**config.mk**
```make
export PLATFORM = sky130hd
export DESIGN_NAME = rle_4bpp_pixel_decoder_core_flat
export DESIGN_NICKNAME = d
export VERILOG_FILES = /design/src/rtl/rle4_pkg.sv /design/src/rtl/rle4_code_if.sv /design/src/rtl/rle4_pix_if.sv /design/src/rtl/rle4_ctrl.sv /design/src/rtl/rle4_dp.sv /design/src/rtl/rle_4bpp_pixel_decoder_core.sv /design/src/flat_wrapper.sv
export SDC_FILE = /design/constraint.sdc
export NUM_CORES = 1
export LEC_CHECK = 0
export BUFFER_PORTS_ARGS = -buffer_cell sky130_fd_sc_hd__buf_2
export CORE_MARGIN = 1.5
export CORE_UTILIZATION = 57
export DETAILED_ROUTE_END_ITERATION = 10
export PLACE_DENSITY = 0.78
export SLEW_MARGIN = 15
export SYNTH_ARGS = -nofsm -noshare
export SYNTH_HDL_FRONTEND = slang
export SYNTH_SLANG_ARGS = --single-unit
```
**constraint.sdc**
```tcl
create_clock -name clk -period 5.6 [get_ports clk]
set_input_delay 1.12 -clock clk [delete_from_list [all_inputs] [get_ports clk]]
set_output_delay 1.12 -clock clk [all_outputs]
set_load 0.05 [all_outputs]
```
**src/rtl/rle4_pkg.sv**
```systemverilog
// ----------------------------------------------------------------------------
// rle4_pkg
// shared types, constants and helpers of the 4bpp run-length pixel decoder
// ----------------------------------------------------------------------------
package rle4_pkg;

	localparam int PIXEL_COUNT_BITS_DEF = 20;
	localparam int DIM_W                = 10;
	localparam int LIMIT_W              = 2 * DIM_W;
	localparam int CAP_W                = 22;
	localparam int NIB_W                = 4;
	localparam int CFG_DATA_W           = 22;
	localparam int IDX_W                = 19;
	localparam int RUN_W                = 7;
	localparam int NIB_SLOTS            = 6;
	localparam int NIB_REG_W            = NIB_SLOTS * NIB_W;
	localparam logic [NIB_W-1:0] WHITE_RESET = 4'hF;

	typedef enum logic [1:0] {
		REG_AREA_WIDTH  = 2'd0,
		REG_AREA_HEIGHT = 2'd1,
		REG_OUT_CAP     = 2'd2,
		REG_WHITE_COLOR = 2'd3
	} cfg_reg_t;

	typedef enum logic [1:0] {
		ST_IDLE,
		ST_DECODE,
		ST_RUN,
		ST_FLUSH
	} state_t;

	typedef struct packed {
		logic decode;
		logic step;
		logic flush;
	} dp_cmd_t;

	typedef struct packed {
		logic run_start;
		logic run_end;
		logic last;
		logic out_free;
	} dp_stat_t;

	// continuation bytes that follow a copy header
	function automatic logic [1:0] copy_bytes(input logic [1:0] len_code);
		logic [1:0] res;
		unique case (len_code)
			2'd0:    res = 2'd1;
			2'd1:    res = 2'd2;
			2'd2:    res = 2'd2;
			default: res = 2'd3;
		endcase
		return res;
	endfunction

endpackage

```
**src/rtl/rle4_code_if.sv**
```systemverilog
// ----------------------------------------------------------------------------
// rle4_code_if
// compressed byte channel: one code byte and its end-of-frame mark per beat
// ----------------------------------------------------------------------------
interface rle4_code_if;
	logic       valid;
	logic       ready;
	logic [7:0] in_byte;
	logic       last_byte;

	modport source(output valid, output in_byte, output last_byte, input ready);
	modport sink(input valid, input in_byte, input last_byte, output ready);
endinterface

```
**src/rtl/rle4_pix_if.sv**
```systemverilog
// ----------------------------------------------------------------------------
// rle4_pix_if
// packed pixel channel: one output byte with its buffer position per beat
// ----------------------------------------------------------------------------
interface rle4_pix_if;
	logic        valid;
	logic        ready;
	logic [7:0]  out_byte;
	logic [18:0] byte_index;
	logic        run_last;
	logic        frame_done;

	modport source(output valid, output out_byte, output byte_index, output run_last,
		output frame_done, input ready);
	modport sink(input valid, input out_byte, input byte_index, input run_last,
		input frame_done, output ready);
endinterface

```
**src/rtl/rle4_ctrl.sv**
```systemverilog
// ----------------------------------------------------------------------------
// rle4_ctrl
// sequencer: takes a code byte, decodes it, steps the run, flushes the frame
// ----------------------------------------------------------------------------
module rle4_ctrl (
	input  logic               clk,
	input  logic               arst_n,
	input  logic               in_valid,
	output logic               in_ready,
	input  rle4_pkg::dp_stat_t stat,
	output rle4_pkg::dp_cmd_t  cmd
);
	import rle4_pkg::*;

	state_t state_q;
	state_t state_nxt;

	always_ff @(posedge clk or negedge arst_n) begin
		if (!arst_n) begin
			state_q <= ST_IDLE;
		end else begin
			state_q <= state_nxt;
		end
	end

	always_comb begin
		state_nxt = state_q;
		unique case (state_q)
			ST_IDLE: begin
				if (in_valid) begin
					state_nxt = ST_DECODE;
				end
			end
			ST_DECODE: begin
				if (stat.run_start) begin
					state_nxt = ST_RUN;
				end else if (stat.last) begin
					state_nxt = ST_FLUSH;
				end else begin
					state_nxt = ST_IDLE;
				end
			end
			ST_RUN: begin
				if (stat.out_free && stat.run_end) begin
					state_nxt = stat.last ? ST_FLUSH : ST_IDLE;
				end
			end
			ST_FLUSH: begin
				if (stat.out_free) begin
					state_nxt = ST_IDLE;
				end
			end
			default: state_nxt = ST_IDLE;
		endcase
	end

	always_comb begin
		in_ready   = 1'b0;
		cmd.decode = 1'b0;
		cmd.step   = 1'b0;
		cmd.flush  = 1'b0;
		unique case (state_q)
			ST_IDLE:   in_ready   = 1'b1;
			ST_DECODE: cmd.decode = 1'b1;
			ST_RUN:    cmd.step   = stat.out_free;
			ST_FLUSH:  cmd.flush  = stat.out_free;
			default:   in_ready   = 1'b0;
		endcase
	end

endmodule

```
**src/rtl/rle4_dp.sv**
```systemverilog
// ----------------------------------------------------------------------------
// rle4_dp
// datapath: config registers, frame limit, copy state, pixel run stepper
// and the output beat register
// ----------------------------------------------------------------------------
module rle4_dp #(
	parameter int PIXEL_COUNT_BITS = rle4_pkg::PIXEL_COUNT_BITS_DEF
) (
	input  logic                           clk,
	input  logic                           arst_n,
	input  rle4_pkg::dp_cmd_t              cmd,
	output rle4_pkg::dp_stat_t             stat,
	input  logic                           load,
	input  logic [7:0]                     in_byte,
	input  logic                           last_byte,
	input  logic                           cfg_we,
	input  rle4_pkg::cfg_reg_t             cfg_index,
	input  logic [rle4_pkg::CFG_DATA_W-1:0] cfg_data,
	output logic                           out_valid,
	input  logic                           out_ready,
	output logic [7:0]                     out_byte,
	output logic [rle4_pkg::IDX_W-1:0]     byte_index,
	output logic                           run_last,
	output logic                           frame_done
);
	import rle4_pkg::*;

	localparam int CW = ((PIXEL_COUNT_BITS > LIMIT_W) ? PIXEL_COUNT_BITS : LIMIT_W) + 1;

	// configuration
	logic [DIM_W-1:0]   area_w_q;
	logic [DIM_W-1:0]   area_h_q;
	logic [CAP_W-1:0]   cap_q;
	logic [NIB_W-1:0]   white_q;
	logic [LIMIT_W-1:0] limit_q;
	logic               cap_fail_q;

	// item and frame state
	logic [7:0]                  byte_q;
	logic                        last_q;
	logic [PIXEL_COUNT_BITS-1:0] pc_q;
	logic [NIB_W-1:0]            partial_q;
	logic                        cp_pend_q;
	logic [1:0]                  cp_nn_q;
	logic [NIB_W-1:0]            cp_hl_q;
	logic [15:0]                 cp_data_q;
	logic [1:0]                  cp_left_q;
	logic [RUN_W-1:0]            run_q;
	logic [NIB_REG_W-1:0]        nib_q;
	logic [NIB_W-1:0]            fill_q;

	logic                        out_valid_q;
	logic [7:0]                  out_byte_q;
	logic [IDX_W-1:0]            byte_index_q;
	logic                        run_last_q;
	logic                        frame_done_q;

	// decode
	logic                        is_white;
	logic                        is_hdr;
	logic [1:0]                  cp_left_dec;
	logic                        cp_finish;
	logic [RUN_W-1:0]            cnt_sel;
	logic [CW-1:0]               pc_x;
	logic [CW-1:0]               limit_x;
	logic [CW-1:0]               sum_x;
	logic [CW-1:0]               diff_x;
	logic                        fits;
	logic                        below;
	logic [RUN_W-1:0]            run_load;
	logic [NIB_REG_W-1:0]        nib_load;
	logic [NIB_W-1:0]            fill_load;

	// step
	logic [NIB_W-1:0]            n0;
	logic [NIB_W-1:0]            n1;
	logic                        odd;
	logic                        pair;
	logic                        step_emit;
	logic [RUN_W-1:0]            run_next;
	logic [PIXEL_COUNT_BITS-1:0] pc_step;
	logic [7:0]                  step_byte;
	logic                        step_final;
	logic                        emit_any;
	logic                        emit_ok;

	always_ff @(posedge clk or negedge arst_n) begin
		if (!arst_n) begin
			area_w_q   <= '0;
			area_h_q   <= '0;
			cap_q      <= '0;
			white_q    <= WHITE_RESET;
			limit_q    <= '0;
			cap_fail_q <= 1'b0;
		end else begin
			if (cfg_we) begin
				unique case (cfg_index)
					REG_AREA_WIDTH:  area_w_q <= cfg_data[DIM_W-1:0];
					REG_AREA_HEIGHT: area_h_q <= cfg_data[DIM_W-1:0];
					REG_OUT_CAP:     cap_q    <= cfg_data[CAP_W-1:0];
					REG_WHITE_COLOR: white_q  <= cfg_data[NIB_W-1:0];
					default:         white_q  <= white_q;
				endcase
			end
			limit_q    <= area_w_q * area_h_q;
			cap_fail_q <= CAP_W'({limit_q, 1'b0}) > cap_q;
		end
	end

	assign is_white    = byte_q[7] & byte_q[6];
	assign is_hdr      = byte_q[7] & ~byte_q[6];
	assign cp_left_dec = cp_left_q - 2'd1;
	assign cp_finish   = cp_pend_q && (cp_left_dec == 2'd0);

	always_comb begin
		if (cp_pend_q) begin
			cnt_sel = RUN_W'({1'b0, cp_nn_q} + 3'd3);
		end else if (is_white) begin
			cnt_sel = {1'b0, byte_q[5:0]} + 7'd1;
		end else begin
			cnt_sel = {3'b000, {1'b0, byte_q[6:4]} + 4'd1};
		end
	end

	assign pc_x    = CW'(pc_q);
	assign limit_x = CW'(limit_q);
	assign sum_x   = pc_x + CW'(cnt_sel);
	assign diff_x  = limit_x - pc_x;
	assign fits    = sum_x <= limit_x;
	assign below   = pc_x < limit_x;

	always_comb begin
		run_load = '0;
		if (cp_pend_q) begin
			if (cp_finish) begin
				if (fits) begin
					run_load = cnt_sel;
				end else if (below) begin
					run_load = RUN_W'(diff_x[2:0]);
				end
			end
		end else if (!is_hdr && fits) begin
			run_load = cnt_sel;
		end
	end

	always_comb begin
		fill_load = '0;
		if (cp_pend_q) begin
			case (cp_nn_q) inside
				2'd0:       nib_load = {cp_hl_q, byte_q, 12'h000};
				2'd1, 2'd2: nib_load = {cp_hl_q, cp_data_q[7:0], byte_q, 4'h0};
				default:    nib_load = {cp_hl_q, cp_data_q, byte_q[7:4]};
			endcase
		end else if (is_white) begin
			nib_load  = {NIB_SLOTS{white_q}};
			fill_load = white_q;
		end else begin
			nib_load  = {NIB_SLOTS{byte_q[3:0]}};
			fill_load = byte_q[3:0];
		end
	end

	assign n0        = nib_q[NIB_REG_W-1 -: NIB_W];
	assign n1        = nib_q[NIB_REG_W-NIB_W-1 -: NIB_W];
	assign odd       = pc_q[0];
	assign pair      = ~odd && (run_q[RUN_W-1:1] != '0);
	assign step_emit = odd || pair;
	assign run_next  = odd ? (run_q - 7'd1) : (pair ? (run_q - 7'd2) : '0);
	assign pc_step   = pc_q + (pair ? PIXEL_COUNT_BITS'(2) : PIXEL_COUNT_BITS'(1));
	assign step_byte = odd ? {partial_q, n0} : {n0, n1};
	assign step_final = (run_next == '0) || ((run_next == 7'd1) && !last_q);

	always_ff @(posedge clk) begin
		if (load) begin
			byte_q <= in_byte;
			last_q <= last_byte;
		end
		if (cmd.decode) begin
			nib_q  <= nib_load;
			fill_q <= fill_load;
			if (!cp_pend_q && is_hdr) begin
				cp_nn_q   <= byte_q[5:4];
				cp_hl_q   <= byte_q[3:0];
				cp_data_q <= '0;
			end else if (cp_pend_q && !cp_finish) begin
				cp_data_q <= {cp_data_q[7:0], byte_q};
			end
		end else if (cmd.step) begin
			nib_q <= pair ? {nib_q[NIB_REG_W-2*NIB_W-1:0], fill_q, fill_q}
				: {nib_q[NIB_REG_W-NIB_W-1:0], fill_q};
		end
	end

	always_ff @(posedge clk or negedge arst_n) begin
		if (!arst_n) begin
			pc_q      <= '0;
			partial_q <= '0;
			cp_pend_q <= 1'b0;
			cp_left_q <= '0;
			run_q     <= '0;
		end else begin
			if (cmd.decode) begin
				run_q <= run_load;
				if (cp_pend_q) begin
					cp_left_q <= cp_left_dec;
					if (cp_finish) begin
						cp_pend_q <= 1'b0;
					end
				end else if (is_hdr) begin
					cp_pend_q <= 1'b1;
					cp_left_q <= copy_bytes(byte_q[5:4]);
				end
				if (last_q) begin
					cp_pend_q <= 1'b0;
					cp_left_q <= '0;
				end
			end
			if (cmd.step) begin
				pc_q  <= pc_step;
				run_q <= run_next;
				if (!step_emit) begin
					partial_q <= n0;
				end
			end
			if (cmd.flush) begin
				pc_q      <= '0;
				partial_q <= '0;
			end
		end
	end

	assign emit_any = (cmd.step && step_emit) || (cmd.flush && odd);
	assign emit_ok  = emit_any && !cap_fail_q;

	always_ff @(posedge clk or negedge arst_n) begin
		if (!arst_n) begin
			out_valid_q <= 1'b0;
		end else if (emit_ok) begin
			out_valid_q <= 1'b1;
		end else if (out_ready) begin
			out_valid_q <= 1'b0;
		end
	end

	always_ff @(posedge clk) begin
		if (emit_ok) begin
			out_byte_q   <= cmd.flush ? {partial_q, 4'h0} : step_byte;
			byte_index_q <= pc_x[IDX_W:1];
			run_last_q   <= cmd.flush ? 1'b1 : step_final;
			frame_done_q <= cmd.flush ? 1'b1 : (step_final && last_q);
		end
	end

	assign stat.run_start = run_load != '0;
	assign stat.run_end   = run_next == '0;
	assign stat.last      = last_q;
	assign stat.out_free  = !out_valid_q || out_ready;

	assign out_valid  = out_valid_q;
	assign out_byte   = out_byte_q;
	assign byte_index = byte_index_q;
	assign run_last   = run_last_q;
	assign frame_done = frame_done_q;

endmodule

```
**src/rtl/rle_4bpp_pixel_decoder_core.sv**
```systemverilog
// ----------------------------------------------------------------------------
// rle_4bpp_pixel_decoder_core
// run-length decoder for 4-bit-per-pixel images, one code byte per beat in,
// one packed pixel byte with its buffer index per beat out
//
// code channel: in_byte and last_byte; last_byte closes the frame, an odd
// trailing pixel is then sent with a zero low nibble
// pixels channel: out_byte, byte_index, run_last on the final beat of a code
// byte, frame_done on the final beat of the frame
// config: cfg_we, cfg_index, cfg_data; write only while the block is idle
// timing: a code byte is taken in the idle state and decoded in the next
// cycle; its beats then pass the run state and the output register, one beat
// per cycle while the output is not stalled (a white run of 64 pixels gives
// 32 beats); the last byte of a frame ends with a flush state
// the pixel stepper, which packs two pixels a cycle, sets this rate
// reset: config registers return to their defaults (white color 15), frame empty
// stall: a beat waits in the output register; the stepper pauses while it
// is held, and the next code byte is still taken once the stepper is done
// ----------------------------------------------------------------------------
module rle_4bpp_pixel_decoder_core #(
	parameter int PIXEL_COUNT_BITS = rle4_pkg::PIXEL_COUNT_BITS_DEF
) (
	input  logic                            clk,
	input  logic                            arst_n,
	rle4_code_if.sink                       code,
	rle4_pix_if.source                      pixels,
	input  logic                            cfg_we,
	input  rle4_pkg::cfg_reg_t              cfg_index,
	input  logic [rle4_pkg::CFG_DATA_W-1:0] cfg_data
);
	import rle4_pkg::*;

	dp_cmd_t  cmd;
	dp_stat_t stat;
	logic     rdy;

	rle4_ctrl u_ctrl (
		.clk      (clk),
		.arst_n   (arst_n),
		.in_valid (code.valid),
		.in_ready (rdy),
		.stat     (stat),
		.cmd      (cmd)
	);

	rle4_dp #(
		.PIXEL_COUNT_BITS(PIXEL_COUNT_BITS)
	) u_dp (
		.clk        (clk),
		.arst_n     (arst_n),
		.cmd        (cmd),
		.stat       (stat),
		.load       (rdy && code.valid),
		.in_byte    (code.in_byte),
		.last_byte  (code.last_byte),
		.cfg_we     (cfg_we),
		.cfg_index  (cfg_index),
		.cfg_data   (cfg_data),
		.out_valid  (pixels.valid),
		.out_ready  (pixels.ready),
		.out_byte   (pixels.out_byte),
		.byte_index (pixels.byte_index),
		.run_last   (pixels.run_last),
		.frame_done (pixels.frame_done)
	);

	assign code.ready = rdy;

endmodule

```
**src/flat_wrapper.sv**
```systemverilog
// flat-port wrapper written by rule: the top's interface ports become plain ports
module rle_4bpp_pixel_decoder_core_flat import rle4_pkg::*;
#(
	parameter int PIXEL_COUNT_BITS = rle4_pkg::PIXEL_COUNT_BITS_DEF
)
  (clk, arst_n, cfg_we, cfg_index, cfg_data, code_valid, code_in_byte, code_last_byte, code_ready, pixels_valid, pixels_out_byte, pixels_byte_index, pixels_run_last, pixels_frame_done, pixels_ready);
  rle4_code_if code_i ();
  rle4_pix_if pixels_i ();
  input  logic clk;
  input  logic arst_n;
  input  logic cfg_we;
  input  rle4_pkg::cfg_reg_t cfg_index;
  input  logic [rle4_pkg::CFG_DATA_W-1:0] cfg_data;
  input wire logic [$bits(code_i.valid)-1:0] code_valid;
  input wire logic [$bits(code_i.in_byte)-1:0] code_in_byte;
  input wire logic [$bits(code_i.last_byte)-1:0] code_last_byte;
  output wire logic [$bits(code_i.ready)-1:0] code_ready;
  output wire logic [$bits(pixels_i.valid)-1:0] pixels_valid;
  output wire logic [$bits(pixels_i.out_byte)-1:0] pixels_out_byte;
  output wire logic [$bits(pixels_i.byte_index)-1:0] pixels_byte_index;
  output wire logic [$bits(pixels_i.run_last)-1:0] pixels_run_last;
  output wire logic [$bits(pixels_i.frame_done)-1:0] pixels_frame_done;
  input wire logic [$bits(pixels_i.ready)-1:0] pixels_ready;
  assign code_i.valid = code_valid;
  assign code_i.in_byte = code_in_byte;
  assign code_i.last_byte = code_last_byte;
  assign code_ready = code_i.ready;
  assign pixels_valid = pixels_i.valid;
  assign pixels_out_byte = pixels_i.out_byte;
  assign pixels_byte_index = pixels_i.byte_index;
  assign pixels_run_last = pixels_i.run_last;
  assign pixels_frame_done = pixels_i.frame_done;
  assign pixels_i.ready = pixels_ready;
  rle_4bpp_pixel_decoder_core #(.PIXEL_COUNT_BITS(PIXEL_COUNT_BITS)) u_core (.clk(clk), .arst_n(arst_n), .code(code_i), .pixels(pixels_i), .cfg_we(cfg_we), .cfg_index(cfg_index), .cfg_data(cfg_data));
endmodule
```
==> out/metrics.csv <==
metric,value,unit
Worst EP arrival,5.63,ns
Clock Latency Late Sink,0.45,ns
Synth Flop Type,dfrtp_1,
final hold violations,0,
"Clk pin slew, worst setup/hold paths",0.07,ns
largest net degree at the start of global routing,69,
gp weighted congestion,0.882,
Netlist cell types,73,
Placement Cell Area,0.0146,mm2
Post-synth EDFFs,88,
capturing point of the worst reg2reg path,u_core.u_dp.limit_q[18]$_DFF_PN0_,
# clock sinks,192,
Max clock buf depth,2,
crit-path max FO,11,
Congestion Overflow GR,0,
HP Class,flop to flop,
Nets,1675,
status,"complete, no violations",
worst path bufs/invs,2,
# H-tree levels,4,
GRT Overall Usage,25.4,%
IO Port Bufs,68,
Final Core Density,62.8,%
crit path cell chain,"and2_1, fa_1, ha_1, inv_1, fa_1, fa_1, inv_1, fa_1, ha_1, o21ai_0, nand2b_1, and3_1, a2111oi_1, o31ai_1, o41ai_1, xnor2_1",
setup violators final,0,
Final ANT Viol Nets,0,
Via Count,10318,
Synth Cell Area,0.0140,mm2
MaxCap Viol Count,0,
Ports,69,
clock skew,0.0129,ns
VDD IR-drop max,471,uV
layout cells sized above 1,13.9,%
Non-Filler Instances,1782,
"Async S/R FF share, synth",54.2,%
CP dominant cell by count,fa_1,
Clock Tree Root,clkbuf_16,
die area,0.0254,mm2
post-DP HPWL,23300,um
CTS tree,built,
ant diodes,0,
RSZ-0062 raised after global routing,false,
Synth Warn #,0,
first drt pass iteration count,5,
hold depth,1,
reg2reg path depth,16,
Final Instance Area,0.0152,mm2
RR Startpoint,u_core.u_dp.area_w_q[2]$_DFFE_PN0P_,
total power draw,9.97,mW
worst-margin pin slew,1.03,ns
sequential share of the synthesized area,37.6,%
TritonCTS buffer count,17,
cell count after synthesis,1404,
first-pass GRT wire length,51400,um
fill count,1951,
dpl cells,1748,
core footprint,0.0242,mm2
DRC,0,
Initial Util,57.8,%
"wirelength, routed",30800,um
row cnt,57,
Slew Limit Fails,0,
Iter 0 DRT Violations,897,
Rel. slew slack,31.0,%
Mapped Nets,1634,
"slowest stage delay, CP",0.55,ns
R2R setup slack,0.34,ns
CP startpoint kind,flop,
CP Class,flop to flop,
"CP delay by family, top",adder cells,
Synth Register Bits,192,
hold endpoint,u_core.u_dp.cap_q[8]$_DFFE_PN0P_,
Leak,7.08,nW
min-delay src,u_core.u_dp.cap_q[8]$_DFFE_PN0P_,
Layout area overhead,8.82,%
vias in the first global route,10150,
Crit. End Element,flop,
cell area power density,656,mW/mm2
Tmin final,5.26,ns
Required @ worst endpoint,5.97,ns
initial antenna violation count,1,
via/cell ratio,5.79,
total negative slack,0,ns
Die Wd,160,um
Avg Synthesized Cell Area,9.95,um2
Critical-path top delay cell,fa_1,
routed len/inst,17.3,um
die span in y,160,um
period utilization,93.9,%
fmax,190,MHz
-- synth_stat cells (all sizes together), types with 6 or more instances --
library cell | n | area share [%]
mux2i | 26 | 2.0
o21ai | 48 | 1.7
edfxtp | 88 | 19
a21oi | 57 | 2.1
ha | 128 | 11
buf | 13 | 0.46
nor3 | 29 | 1.0
nand3 | 36 | 1.3
xnor2 | 32 | 2.0
o221ai | 7 | 0.44
a21o | 25 | 1.3
mux2 | 53 | 4.3
nand2b | 11 | 0.49
o31ai | 6 | 0.36
inv | 133 | 3.6
nand2 | 166 | 4.5
xor2 | 22 | 1.4
a211oi | 16 | 0.86
nand4 | 16 | 0.72
fa | 64 | 9.2
a22oi | 6 | 0.32
and3 | 12 | 0.54
and2 | 47 | 2.1
or3 | 6 | 0.27
o21a | 11 | 0.59
nor2 | 76 | 2.1
dfrtp | 100 | 18
a31oi | 25 | 1.1
nor2b | 22 | 0.99
clkbuf | 59 | 1.6
-- timing repair --
item	in CTS	in global routing
setup endpoints to repair	0	5
buffers inserted	0	2
endpoints found under the hold margin	0	0
resized for setup	0	10
hold buffers	0	0
-- routing by layer --
| metal | track usage, % | share of wire, % | up-vias |
|---|---|---|---|
| met4 | 7.89 | 2.0 | 2 |
| met5 | 0 | 0.055 | - |
| li1 | - | - | 4939 |
| met3 | 4.43 | 5.7 | 42 |
| met1 | 35.1 | 46 | 5007 |
| met2 | 40.9 | 47 | 328 |
-- registers in the layout, indices dropped and copies added, names as in the netlist, 4 cells and up --
| register | flops |
|---|---|
| u_core.u_dp.cap_q | 22 |
| u_core.u_dp.area_h_q | 10 |
| u_core.u_dp.cp_data_q | 16 |
| u_core.u_dp.white_q | 4 |
| u_core.u_dp.nib_q | 24 |
| u_core.u_dp.cp_hl_q | 4 |
| u_core.u_dp.run_q | 7 |
| u_core.u_dp.fill_q | 4 |
| u_core.u_dp.byte_index | 19 |
| u_core.u_dp.out_byte | 8 |
| u_core.u_dp.area_w_q | 10 |
| u_core.u_dp.partial_q | 4 |
| u_core.u_dp.pc_q | 20 |
| u_core.u_dp.limit_q | 20 |
| u_core.u_dp.byte_q | 8 |
-- report_power, final --
part / internal [mW] / switching (mW) / leakage, nW
registers: 2.16 / 0.394 / 2.10
clock network: 0.584 / 0.585 / 0.263
logic: 2.60 / 3.65 / 4.72
-- cell usage in the layout, fill, tap and decap left out, types with 5 or more instances in the layout --
| master | count |
|---|---|
| a211oi_1 | 16 |
| a21o_1 | 25 |
| a21oi_1 | 55 |
| a22oi_1 | 6 |
| a31oi_1 | 25 |
| and2_1 | 47 |
| and3_1 | 12 |
| buf_2 | 67 |
| buf_4 | 27 |
| clkbuf_16 | 17 |
| dfrtp_1 | 95 |
| dfrtp_2 | 5 |
| edfxtp_1 | 88 |
| fa_1 | 64 |
| ha_1 | 128 |
| inv_1 | 133 |
| mux2_2 | 52 |
| mux2i_1 | 25 |
| nand2_1 | 165 |
| nand2b_1 | 11 |
| nand3_1 | 36 |
| nand4_1 | 16 |
| nor2_1 | 74 |
| nor2b_1 | 22 |
| nor3_1 | 28 |
| o21a_1 | 10 |
| o21ai_0 | 47 |
| o221ai_1 | 7 |
| o31ai_1 | 5 |
| or3_1 | 6 |
| xnor2_1 | 32 |
| xor2_1 | 22 |
-- area by class of cell --
class | count | area (um2) | share of cell area (%)
multi-input combinational | 1006 | 7940 | 52.2
sequential | 192 | 5260 | 34.6
timing repair buffer | 94 | 538 | 3.54
inverter | 134 | 503 | 3.31
clock buffer | 18 | 429 | 2.82
tap | 324 | 405 | 2.67
clock inverter | 14 | 125 | 0.823
-- logic make-up (layout without fill, tap and decap cells) --
logic type	Yosys count	count (layout)	share of synthesized area, %
compound gates	238	238	11.1
buf+inv	206	260	5.65
mux	79	79	6.25
fa+ha+maj	193	193	20.7
simple gates	441	441	15.1
flops	192	192	37.6
xor+xnor	55	55	3.55
-- worst max path at each step --
| stage | startpoint | to | slack [ns] | cells past startpoint |
|---|---|---|---|---|
| after CTS | u_core.u_dp.area_w_q[5]$_DFFE_PN0P_ | u_core.u_dp.limit_q[18]$_DFF_PN0_ | 0.20 | 15 |
| after floorplan | u_core.u_dp.cp_nn_q[0]$_DFFE_PP_ | u_core.u_ctrl.state_q[1]$_DFFE_PN0P_ | 0.32 | 21 |
| after global routing | u_core.u_dp.area_w_q[1]$_DFFE_PN0P_ | u_core.u_dp.limit_q[19]$_DFF_PN0_ | 0.007 | 17 |
| after detailed placement | u_core.u_dp.area_w_q[5]$_DFFE_PN0P_ | u_core.u_dp.limit_q[18]$_DFF_PN0_ | 0.22 | 15 |
| after global placement | u_core.u_dp.area_w_q[5]$_DFFE_PN0P_ | u_core.u_dp.limit_q[18]$_DFF_PN0_ | 0.39 | 15 |
| final | u_core.u_dp.area_w_q[2]$_DFFE_PN0P_ | u_core.u_dp.limit_q[18]$_DFF_PN0_ | 0.34 | 16 |
-- stage by stage --
step                setup slack [ns]  hold WS [ns]
finish                         0.341         0.516
global route                 0.00709         0.527
CTS                            0.195         0.514
detailed placement             0.225         0.499
global placement               0.386         0.485
floorplan                      0.318         0.428
Note: power is estimated with default switching activity, not from simulation.
